--- config.mk ---
export PLATFORM = sky130hd
export DESIGN_NAME = bit_serial_transceiver
export DESIGN_NICKNAME = d
export VERILOG_FILES = /design/src/hw/rtl/bst_pkg.sv /design/src/hw/rtl/bit_serial_transceiver.sv
export SDC_FILE = /design/constraint.sdc
export NUM_CORES = 1
export LEC_CHECK = 0
export BUFFER_PORTS_ARGS = -buffer_cell sky130_fd_sc_hd__buf_2
export CAP_MARGIN = 20
export CORE_ASPECT_RATIO = 1.4
export CORE_UTILIZATION = 35
export DETAILED_ROUTE_END_ITERATION = 8
export GPL_ROUTABILITY_DRIVEN = 1
export PLACE_DENSITY_LB_ADDON = 0.3
export SYNTH_ARGS = -nofsm -noshare
export SYNTH_HDL_FRONTEND = slang
export SYNTH_SLANG_ARGS = --single-unit
--- constraint.sdc ---
create_clock -name clock -period 3.54 [get_ports clock]
set_input_delay 0.531 -clock clock [delete_from_list [all_inputs] [get_ports clock]]
set_output_delay 0.531 -clock clock [all_outputs]
set_load 0.03 [all_outputs]
--- src/hw/rtl/bst_pkg.sv ---
// Shared constants for the bit-serial transceiver: phase codes, register indexes, reset values.
`default_nettype none
package bst_pkg;

   // Frame phase codes, shared by the receive and transmit sequencers
   localparam logic [1:0] PH_IDLE  = 2'd0;
   localparam logic [1:0] PH_START = 2'd1;
   localparam logic [1:0] PH_DATA  = 2'd2;
   localparam logic [1:0] PH_STOP  = 2'd3;

   // Configuration register indexes
   localparam int unsigned CSR_INDEX_W = 2;
   localparam logic [CSR_INDEX_W-1:0] CSR_RX_BIT_TICKS   = 2'd0;
   localparam logic [CSR_INDEX_W-1:0] CSR_TX_BIT_TICKS   = 2'd1;
   localparam logic [CSR_INDEX_W-1:0] CSR_RX_FIRST_TICKS = 2'd2;

   // Field widths fixed by the interface
   localparam int unsigned TICK_W    = 8;
   localparam int unsigned BYTE_W    = 8;
   localparam int unsigned RX_DATA_W = 16;

   // Register reset values
   localparam logic [TICK_W-1:0] RX_BIT_TICKS_RST   = 8'd137;
   localparam logic [TICK_W-1:0] TX_BIT_TICKS_RST   = 8'd138;
   localparam logic [TICK_W-1:0] RX_FIRST_TICKS_RST = 8'd20;

endpackage
`default_nettype wire

--- src/hw/rtl/bit_serial_transceiver.sv ---
// Tick-driven bit-timed serial receiver and transmitter with an output register.
//
// Each req_ item is one timer tick: the sampled receive line level, plus an
// optional transmit request with its byte. Every accepted item yields exactly
// one rsp_ item: the transmit line level, transmitter busy, and on the tick a
// received frame's stop bit is sampled, rx_valid with the word and frame error.
// error_latched is sticky until reset.
// An item's result is registered and is on rsp_ the cycle after acceptance.
// Throughput is one item per cycle unless req_stall is high; receive and
// transmit phase counters are updated in the accept cycle, the result lands
// in the output register, and a new item enters while the last is taken.
// When the receiver stalls with a result pending, req_stall rises in the same
// cycle and the result holds until taken; no ticks are lost or duplicated,
// since the timing state only advances on accepted items.
// Configuration (csr_) must be written only while idle; the block does not
// enforce this. Register values of 0 behave like 1. Reset (synchronous)
// restores the register defaults, puts both sequencers in idle with the
// transmit line high, and empties the output register.
`default_nettype none
module bit_serial_transceiver
   import bst_pkg::*;
#(
   parameter int unsigned RX_BITS = 16,
   parameter int unsigned TX_BITS = 8
) (
   input  wire logic                   clock,
   input  wire logic                   reset,
   // configuration write port
   input  wire logic                   csr_we,
   input  wire logic [CSR_INDEX_W-1:0] csr_index,
   input  wire logic [TICK_W-1:0]      csr_wdata,
   // tick items in
   input  wire logic                   req_valid,
   output logic                        req_stall,
   input  wire logic                   req_line_in,
   input  wire logic                   req_tx_start,
   input  wire logic [BYTE_W-1:0]      req_tx_byte,
   // result items out
   output logic                        rsp_valid,
   input  wire logic                   rsp_stall,
   output logic                        rsp_line_out,
   output logic                        rsp_tx_busy,
   output logic                        rsp_rx_valid,
   output logic [RX_DATA_W-1:0]        rsp_rx_data,
   output logic                        rsp_rx_frame_error,
   output logic                        rsp_error_latched
);

   localparam int unsigned RX_IDX_W = $clog2(RX_BITS + 1);
   localparam int unsigned TX_IDX_W = $clog2(TX_BITS + 1);
   localparam int unsigned RX_OUT_W = (RX_BITS < RX_DATA_W) ? RX_BITS : RX_DATA_W;

   // configuration registers
   logic [TICK_W-1:0] rx_bit_ticks_ff;
   logic [TICK_W-1:0] tx_bit_ticks_ff;
   logic [TICK_W-1:0] rx_first_ticks_ff;

   // receive state
   logic [1:0]          rx_phase_ff, rx_phase_in;
   logic [TICK_W-1:0]   rx_count_ff, rx_count_in;
   logic [RX_BITS-1:0]  rx_shift_ff, rx_shift_in;
   logic [RX_IDX_W-1:0] rx_index_ff, rx_index_in;
   logic                rx_start_bad_ff, rx_start_bad_in;
   logic                error_ff, error_in;

   // transmit state
   logic [1:0]          tx_phase_ff, tx_phase_in;
   logic [TICK_W-1:0]   tx_count_ff, tx_count_in;
   logic [TX_BITS-1:0]  tx_shift_ff, tx_shift_in;
   logic [TX_IDX_W-1:0] tx_index_ff, tx_index_in;
   logic                line_level_ff, line_level_in;

   // output register
   logic                 out_valid_ff;
   logic                 out_line_ff;
   logic                 out_busy_ff;
   logic                 out_rx_valid_ff, out_rx_valid_in;
   logic [RX_DATA_W-1:0] out_rx_data_ff, out_rx_data_in;
   logic                 out_ferr_ff, out_ferr_in;
   logic                 out_err_ff;

   logic                  accept;
   logic [TICK_W-1:0]     rx_count_inc;
   logic [RX_IDX_W-1:0]   rx_index_inc;
   logic                  ferr;

   // handshake: take a new item unless a result is stuck in the output register
   assign req_stall = out_valid_ff & rsp_stall;
   assign accept    = req_valid & ~req_stall;

   // configuration writes; other indexes are ignored
   always_ff @(posedge clock) begin
      if (reset) begin
         rx_bit_ticks_ff   <= RX_BIT_TICKS_RST;
         tx_bit_ticks_ff   <= TX_BIT_TICKS_RST;
         rx_first_ticks_ff <= RX_FIRST_TICKS_RST;
      end else if (csr_we) begin
         unique case (csr_index)
            CSR_RX_BIT_TICKS:   rx_bit_ticks_ff   <= csr_wdata;
            CSR_TX_BIT_TICKS:   tx_bit_ticks_ff   <= csr_wdata;
            CSR_RX_FIRST_TICKS: rx_first_ticks_ff <= csr_wdata;
            default: ;
         endcase
      end
   end

   // receive sequencer
   assign rx_count_inc = rx_count_ff + TICK_W'(1);
   assign rx_index_inc = rx_index_ff + RX_IDX_W'(1);
   assign ferr         = rx_start_bad_ff | ~req_line_in;

   always_comb begin
      rx_phase_in     = rx_phase_ff;
      rx_count_in     = rx_count_ff;
      rx_shift_in     = rx_shift_ff;
      rx_index_in     = rx_index_ff;
      rx_start_bad_in = rx_start_bad_ff;
      error_in        = error_ff;
      out_rx_valid_in = 1'b0;
      out_rx_data_in  = '0;
      out_ferr_in     = 1'b0;
      unique case (rx_phase_ff)
         PH_IDLE: begin
            // low line is the start edge; this tick is tick zero
            if (!req_line_in) begin
               rx_phase_in     = PH_START;
               rx_count_in     = '0;
               rx_shift_in     = '0;
               rx_index_in     = '0;
               rx_start_bad_in = 1'b0;
            end
         end
         PH_START: begin
            rx_count_in = rx_count_inc;
            if (rx_count_inc >= rx_first_ticks_ff) begin
               rx_start_bad_in = req_line_in;
               rx_count_in     = '0;
               rx_index_in     = '0;
               rx_phase_in     = PH_DATA;
            end
         end
         PH_DATA: begin
            rx_count_in = rx_count_inc;
            if (rx_count_inc >= rx_bit_ticks_ff) begin
               rx_count_in              = '0;
               rx_shift_in              = rx_shift_ff >> 1;
               rx_shift_in[RX_BITS-1]   = req_line_in;
               rx_index_in              = rx_index_inc;
               if (rx_index_inc >= RX_IDX_W'(RX_BITS)) begin
                  rx_phase_in = PH_STOP;
               end
            end
         end
         default: begin
            // stop bit sample completes the frame
            rx_count_in = rx_count_inc;
            if (rx_count_inc >= rx_bit_ticks_ff) begin
               rx_count_in     = '0;
               out_rx_valid_in = 1'b1;
               out_rx_data_in  = RX_DATA_W'(rx_shift_ff[RX_OUT_W-1:0]);
               out_ferr_in     = ferr;
               error_in        = error_ff | ferr;
               rx_phase_in     = PH_IDLE;
            end
         end
      endcase
   end

   // transmit sequencer; the accepting tick already drives the start bit
   always_comb begin
      tx_phase_in   = tx_phase_ff;
      tx_count_in   = tx_count_ff;
      tx_shift_in   = tx_shift_ff;
      tx_index_in   = tx_index_ff;
      line_level_in = line_level_ff;
      if (tx_phase_ff == PH_IDLE) begin
         if (req_tx_start) begin
            tx_shift_in   = TX_BITS'(req_tx_byte);
            tx_phase_in   = PH_START;
            tx_count_in   = TICK_W'(1);
            tx_index_in   = '0;
            line_level_in = 1'b0;
         end
      end else if (tx_count_ff < tx_bit_ticks_ff) begin
         tx_count_in = tx_count_ff + TICK_W'(1);
      end else begin
         tx_count_in = TICK_W'(1);
         unique case (tx_phase_ff)
            PH_START: begin
               tx_phase_in   = PH_DATA;
               tx_index_in   = '0;
               line_level_in = tx_shift_ff[0];
               tx_shift_in   = tx_shift_ff >> 1;
            end
            PH_DATA: begin
               tx_index_in = tx_index_ff + TX_IDX_W'(1);
               if (tx_index_in < TX_IDX_W'(TX_BITS)) begin
                  line_level_in = tx_shift_ff[0];
                  tx_shift_in   = tx_shift_ff >> 1;
               end else begin
                  tx_phase_in   = PH_STOP;
                  line_level_in = 1'b1;
               end
            end
            default: begin
               tx_phase_in   = PH_IDLE;
               tx_count_in   = '0;
               tx_index_in   = '0;
               line_level_in = 1'b1;
            end
         endcase
      end
   end

   // state update on each accepted tick
   always_ff @(posedge clock) begin
      if (reset) begin
         rx_phase_ff     <= PH_IDLE;
         rx_count_ff     <= '0;
         rx_shift_ff     <= '0;
         rx_index_ff     <= '0;
         rx_start_bad_ff <= 1'b0;
         error_ff        <= 1'b0;
         tx_phase_ff     <= PH_IDLE;
         tx_count_ff     <= '0;
         tx_shift_ff     <= '0;
         tx_index_ff     <= '0;
         line_level_ff   <= 1'b1;
      end else if (accept) begin
         rx_phase_ff     <= rx_phase_in;
         rx_count_ff     <= rx_count_in;
         rx_shift_ff     <= rx_shift_in;
         rx_index_ff     <= rx_index_in;
         rx_start_bad_ff <= rx_start_bad_in;
         error_ff        <= error_in;
         tx_phase_ff     <= tx_phase_in;
         tx_count_ff     <= tx_count_in;
         tx_shift_ff     <= tx_shift_in;
         tx_index_ff     <= tx_index_in;
         line_level_ff   <= line_level_in;
      end
   end

   // output register: valid flag
   always_ff @(posedge clock) begin
      if (reset) begin
         out_valid_ff <= 1'b0;
      end else if (accept) begin
         out_valid_ff <= 1'b1;
      end else if (!rsp_stall) begin
         out_valid_ff <= 1'b0;
      end
   end

   // output register: payload
   always_ff @(posedge clock) begin
      if (accept) begin
         out_line_ff     <= line_level_in;
         out_busy_ff     <= (tx_phase_in != PH_IDLE);
         out_rx_valid_ff <= out_rx_valid_in;
         out_rx_data_ff  <= out_rx_data_in;
         out_ferr_ff     <= out_ferr_in;
         out_err_ff      <= error_in;
      end
   end

   assign rsp_valid          = out_valid_ff;
   assign rsp_line_out       = out_line_ff;
   assign rsp_tx_busy        = out_busy_ff;
   assign rsp_rx_valid       = out_rx_valid_ff;
   assign rsp_rx_data        = out_rx_data_ff;
   assign rsp_rx_frame_error = out_ferr_ff;
   assign rsp_error_latched  = out_err_ff;

   // checks
   a_ferr_needs_valid: assert property (@(posedge clock) disable iff (reset)
      rsp_valid && rsp_rx_frame_error |-> rsp_rx_valid)
      else $error("frame error reported without a completed frame");

   a_ferr_sets_sticky: assert property (@(posedge clock) disable iff (reset)
      rsp_valid && rsp_rx_frame_error |-> rsp_error_latched)
      else $error("frame error not reflected in sticky flag");

   a_idle_line_high: assert property (@(posedge clock) disable iff (reset)
      rsp_valid && !rsp_tx_busy |-> rsp_line_out)
      else $error("transmit line low while transmitter idle");

   a_sticky_holds: assert property (@(posedge clock) disable iff (reset)
      $past(error_ff) && !$past(reset) |-> error_ff)
      else $error("sticky error flag cleared without reset");

endmodule
`default_nettype wire

# --- Word level (Yosys, flattened, before mapping) ---
# Index checks and enable logic that the tools add are counted.
totals:
  register_bits: 102
  out_inout_bits: 23
classes:
  addsub: 4
  order_cmp: 5
  n_eq_ne: 14
  muxes: 48
  n_bitwise: 7
  reduce_logical: 23
ops:
  columns: ["operator", "count"]
  rows:
  - ["two-way mux 8 bit", 10]
  - ["two-way mux 16 bit", 2]
  - ["case mux 16 bit (2 select lines)", 1]
  - ["case mux 8 bit (2 select lines)", 2]
  - ["two-way mux 2 bit", 9]
  - ["adder 8 x 1 -> 8 bit, second input constant", 2]
  - ["greater-or-equal comparator 8 bit", 2]
  - ["two-way mux 4 bit", 4]
  - ["two-way mux 5 bit", 3]
  - ["case mux 5 bit (3 select lines)", 1]
  - ["two-way mux 1 bit", 12]
  - ["inequality test 2 bit, second input constant", 6]
  - ["AND reduction 2 bit", 5]
  - ["AND reduction 5 bit", 2]
  - ["nonzero test 3 bit", 3]
  - ["less-than comparator 8 bit", 1]
  - ["AND reduction 4 bit", 2]
  - ["equality test 2 x 1 -> 1 bit, second input constant", 3]
  - ["equality test 2 bit, second input constant", 3]
  - ["zero test 2 bit", 3]
  - ["case mux 2 bit (3 select lines)", 1]
  - ["AND reduction 6 bit", 1]
  - ["nonzero test 2 bit", 3]
  - ["adder 5 x 1 -> 5 bit, second input constant", 1]
  - ["other kinds (14)", 19]

# --- Longest topological paths before layout ---
logic_depth:
  word_depth: 7
  ltp_mapped: 13
  depth_no_buf: 12

# --- Worst setup path after synthesis ---
# No wires, ideal clock.
synth_timing:
  kind: "flip-flop to flip-flop"
  startpoint: "register rx_count_ff[0]"
  endpoint: "register out_rx_data_ff[10] (netlist: rsp_rx_data[10]), data pin"
  setup_ns: 0.131
  arrival_ns: 2.737
  t_required_ns: 3.409
  slack_ns: 0.672
  path_stages_with_launch: 13
  path_buffers: 1
  synth_period_minus_slack_ns: 2.868
  path_cell_list: "dfxtp_1 -> ha_1 -> and3_1 -> nand3_1 -> and2_1 -> or2_2 -> ha_1 -> nand2_1 -> o21a_1 -> a21boi_0 -> nor3_1 -> clkbuf_1 -> and2_1"
synth_between:
  elab_chain_len: 4
synth_rtl:
  columns: ["element", "line_no", "rtl"]
  rows:
  - ["from (decl)", "bit_serial_transceiver.sv:60", "logic [TICK_W-1:0] rx_count_ff, rx_count_in;"]
  - ["from (signal assigned)", "bit_serial_transceiver.sv:231", "rx_count_ff <= rx_count_in;"]
  - ["adder 8 x 1 -> 8 bit", "bit_serial_transceiver.sv:108", "assign rx_count_inc = rx_count_ff + TICK_W'(1);"]
  - ["greater-or-equal comparator 8 bit", "bit_serial_transceiver.sv:157", "if (rx_count_inc >= rx_bit_ticks_ff) begin"]
  - ["NOT 1 bit (no source line)", null, null]
  - ["OR reduction 4 bit (no source line)", null, null]
  - ["to (signal assigned)", "bit_serial_transceiver.sv:261", "out_rx_data_ff <= out_rx_data_in;"]
  - ["to (decl)", "bit_serial_transceiver.sv:78", "logic [RX_DATA_W-1:0] out_rx_data_ff, out_rx_data_in;"]
# Every way passes these cells.
# A chain may end at the register's enable or synchronous reset.

# --- Worst setup path in the final report ---
layout_timing:
  startpoint: "register rx_count_ff[0]"
  endpoint: "register out_ferr_ff (netlist: rsp_rx_frame_error), data pin"
layout_between:
  elab_chain_len: 4
layout_rtl:
  columns: ["element", "line_no", "rtl"]
  rows:
  - ["adder 8 x 1 -> 8 bit", "bit_serial_transceiver.sv:108", null]
  - ["greater-or-equal comparator 8 bit", "bit_serial_transceiver.sv:157", null]
  - ["NOT 1 bit (no source line)", null, null]
  - ["OR reduction 4 bit (no source line)", null, null]
  - ["to (signal assigned)", "bit_serial_transceiver.sv:262", "out_ferr_ff <= out_ferr_in;"]
  - ["to (decl)", "bit_serial_transceiver.sv:79", "logic out_ferr_ff, out_ferr_in;"]
# Every way passes these cells.

==> impl_metrics.csv <==
group,metric,value,unit
outcome,status,"complete, no violations",
setup_path,critPathKind,"reg2reg",
clock_tree,cts_tree,"built",
grt,overflow,0,
sta,slew_headroom,58.6,%
routing,postRouteAntennaNets,0,
sta,fmax,313,MHz
grt,antenna_found_initial,0,
clock_tree,insertion_delay,0.35,ns
yosys,syn_area_per_cell,9.67,sq um
setup_path,slowest_stage,"a21boi_0",
floorplanning,coreArea,13800,sq um
power,p_sw_share,27.5,%
routing,wl_per_cell,13.2,um
grt,grt_max_degree,65,
setup_path,endpoint_kind,"register",
power,clock_power_share,39.0,%
setup_path,crit_fanout,10,
clock_tree,clock-root-buffer,"clkbuf_16",
cells_and_area,stdcell_count,745,
cells_and_area,area_growth,14.8,%
power,power,2510,uW
sta,worst_slew_pin_slew,0.620,ns
routing,drt-total-wl,9820,um
floorplanning,start_util,35.7,%
placed_design,dp_cells,728,
floorplanning,die-area,14600,sq um
yosys,synth_seq_cells,102,
routing,drt-pass1-iter-count,4,
power,internal-power,1820,uW
setup_path,critical_path_required,3.65,ns
routing,drt_iter0_drc,138,
clock_tree,clockBufferDepth,2,
power,combPwrFrac,11.6,%
placed_design,io_buffers,47,
floorplanning,die_width,102,um
routing,vias_per_cell,5.04,
power,cellPowerDensity,443,nW/um^2
setup_path,critPathTopFamily,"simple AND/OR/NAND/NOR gates",
yosys,netlist_instances,511,
sta,hold_violations,0,
yosys,synth_fp_nets,571,
floorplanning,die_y,143,um
cells_and_area,final_util,41.0,%
clock_tree,cts_sinks,102,
sta,fin_setup_tns,0,ns
placed_design,place.gp.congestion,0.815,
clock_tree,h-tree-depth,3,
sta,report.final.slew_viol_count,0,
sta,post-route-period-util,90.2,%
cells_and_area,layout-drive-gt1-share,14.6,%
sta,fin_skew,0.00974,ns
worst_hold_path,hold_class,"in2reg",
power,seqPwrFrac,49.4,%
routing,vias,3753,
floorplanning,rows,51,
setup_path,cp_cell_sequence,"ha_1, and3_1, nand3_1, and2_1, or2_2, ha_1, nand2_1, o21a_1, a21boi_0, nor3_2, buf_4, and2_1",
setup_path,worst_path_largest_cell_delay,0.47,ns
yosys,synth_warnings,0,
floorplanning,ioPinCount,48,
yosys,synthFlopType,"dfxtp_1",
clock_tree,holdBufCountCts,0,
setup_path,crit_arrival,3.30,ns
sta,setup_viol,0,
cells_and_area,n_fill_cell,1361,
yosys,yosysSeqAreaShare,45.6,%
power,power_leakage,0.00241,uW
yosys,synth-edff-count,21,
grt,first_global_vias,3514,
routing,drc,0,
clock_tree,cts_buffers,9,
cells_and_area,insertedDiodeCount,0,
setup_path,critPathBufInv,1,
power,ir_drop,0.000203,V
placed_design,hpwl,7180,um
power,p_sw,691,uW
sta,layout_min_cycle_time,3.19,ns
sta,rsz0062_at_grt,"false",
yosys,synth_cell_types,59,
run,cap_viol_max_count,0,
clock_tree,path_clk_slew,0.08,ns
cells_and_area,nets,615,
setup_path,cp-start-kind,"register",
yosys,synthArstFlopShare,0,%
yosys,syn_area,4940,sq um
grt,grt_pass1_wl,16500,um
grt,track_usage,14.3,%
final cells by class:
| cell class | instances | area, sq um | share of cell area, % |
|---|---|---|---|
| Timing Repair Buffer | 53 | 280 | 4.94 |
| Sequential cell | 102 | 2250 | 39.7 |
| Tap cell | 185 | 231 | 4.08 |
| Clock buffer | 9 | 225 | 3.97 |
| Inverter | 30 | 113 | 1.99 |
| Multi-Input combinational cell | 359 | 2500 | 44.1 |
| Clock inverter | 7 | 71.3 | 1.26 |
synthesized netlist by cell type (all sizes together) (3+ instances only):
cell,count,share of area (%)
a211o,4,0.71
nand2,24,1.8
inv,30,2.3
edfxtp,21,13
nor2b,8,1.0
a21o,4,0.61
a211oi,4,0.61
nand4,4,0.51
and3,5,0.63
o21a,3,0.46
ha,35,8.9
nor2,46,3.5
a31oi,4,0.51
xor2,13,2.3
or4,9,1.4
nand2b,22,2.8
dfxtp,81,33
nor3,15,1.6
nand3,11,1.1
a22o,18,3.2
mux2i,21,4.3
a21oi,19,2.2
o21ai,31,3.1
xnor2,4,0.71
and2,21,2.7
buf,6,0.63
clkbuf,14,1.1
nand3b,3,0.46
registers in the layout, summed over array words and instances, names as in the netlist:
| signal | flops |
|---|---|
| rsp_tx_busy | 1 |
| rx_shift_ff | 16 |
| rx_count_ff | 8 |
| tx_index_ff | 4 |
| rx_phase_ff | 2 |
| rsp_valid | 1 |
| tx_count_ff | 8 |
| rx_first_ticks_ff | 8 |
| tx_shift_ff | 8 |
| line_level_ff | 1 |
| rx_bit_ticks_ff | 8 |
| rx_index_ff | 5 |
| tx_bit_ticks_ff | 8 |
| rsp_line_out | 1 |
| tx_phase_ff | 2 |
| rx_start_bad_ff | 1 |
| error_ff | 1 |
| rsp_rx_frame_error | 1 |
| rsp_rx_valid | 1 |
| rsp_rx_data | 16 |
| rsp_error_latched | 1 |
logic make-up after synthesis:
group | share of synthesized area [%]
compound gates | 14.8
xor+xnor | 3.01
buf+inv | 3.98
flops | 45.6
simple gates | 19.3
mux | 4.48
fa+ha+maj | 8.87
per-stage QoR:
step / setup WS [ns] / hold WS (ns) / cell area (sq um)
after global placement: 0.0971 / 0.455 / 5350
after floorplan: 0.672 / 0.439 / 4940
after CTS: 0.217 / 0.399 / 5660
final: 0.347 / 0.409 / 5670
after detailed placement: 0.246 / 0.462 / 5360
after global routing: 0.0768 / 0.427 / 5670
path summary, 6_finish.rpt:
kind	from	end	depth (start not counted)	slack, ns
setup / recovery	rx_count_ff[0]$_SDFFE_PP0P_	rsp_rx_frame_error$_SDFFCE_PP0P_	12	0.35
hold / removal	req_valid	rsp_valid$_SDFFE_PP0P_	3	0.41
setup reg to reg	rx_count_ff[0]$_SDFFE_PP0P_	rsp_rx_frame_error$_SDFFCE_PP0P_	12	0.35
hold reg to reg	line_level_ff$_SDFFE_PP1P_	line_level_ff$_SDFFE_PP1P_	2	0.48
routing by layer:
layer  part of all wire, %  GRT usage, %  vias to the layer above
met5                     0             0                        -
li1                      -             -                     1904
met1                    48          18.2                     1772
met3                   3.4          3.44                        4
met2                    48          23.5                       73
met4                  0.78          4.96                        0
power groups by stage:
| stage | clock network, uW | logic [uW] | registers (uW) |
|---|---|---|---|
| 2_1_floorplan | 0 | 181 | 1290 |
| 3_3_place_gp | 0 | 284 | 1270 |
| 3_5_place_dp | 0 | 290 | 1270 |
| 4_1_cts | 1000 | 291 | 1240 |
| 5_1_grt | 1050 | 325 | 1250 |
| 6_report | 980 | 292 | 1240 |
worst register-to-register path, delay by kind of cell, from the launching register on:
kind,cells,cell delay (ns)
and+or+nand+nor,7,1.19
AOI/OAI and AO/OA,2,0.63
adders and majority gates,2,0.51
DFF,1,0.41
buffers and inverters,1,0.20
cells in the final DEF, fill, tap and decap left out, types with 3 or more instances in the layout:
cell type  synthesis  routed
inv_6              0       3
a31oi_1            4       4
mux2i_1           21      21
o21a_1             3       3
a211o_1            4       4
nor2_1            46      45
nor3_1            14      13
edfxtp_1          21      21
a211oi_1           4       4
a21o_1             4       4
nand2_1           24      24
buf_2              4      47
and2_1            21      21
xor2_1            13      13
o21ai_0           30      30
buf_4              1       6
or4_1              9       9
inv_1             29      29
xnor2_1            4       4
a22o_1            18      18
ha_1              35      35
nand4_1            4       4
clkbuf_16          0       9
nand3b_1           3       3
nor2b_1            8       8
and3_1             5       5
nand3_1           11      11
nand2b_1          21      21
dfxtp_1           81      81
a21oi_1           18      18
timing repair:
action | 4_1_cts | 5_1_grt
setup endpoints to repair | 0 | 22
buffers inserted | 0 | 0
resized for setup | 0 | 2
Note: power is estimated with default switching activity, not from simulation.
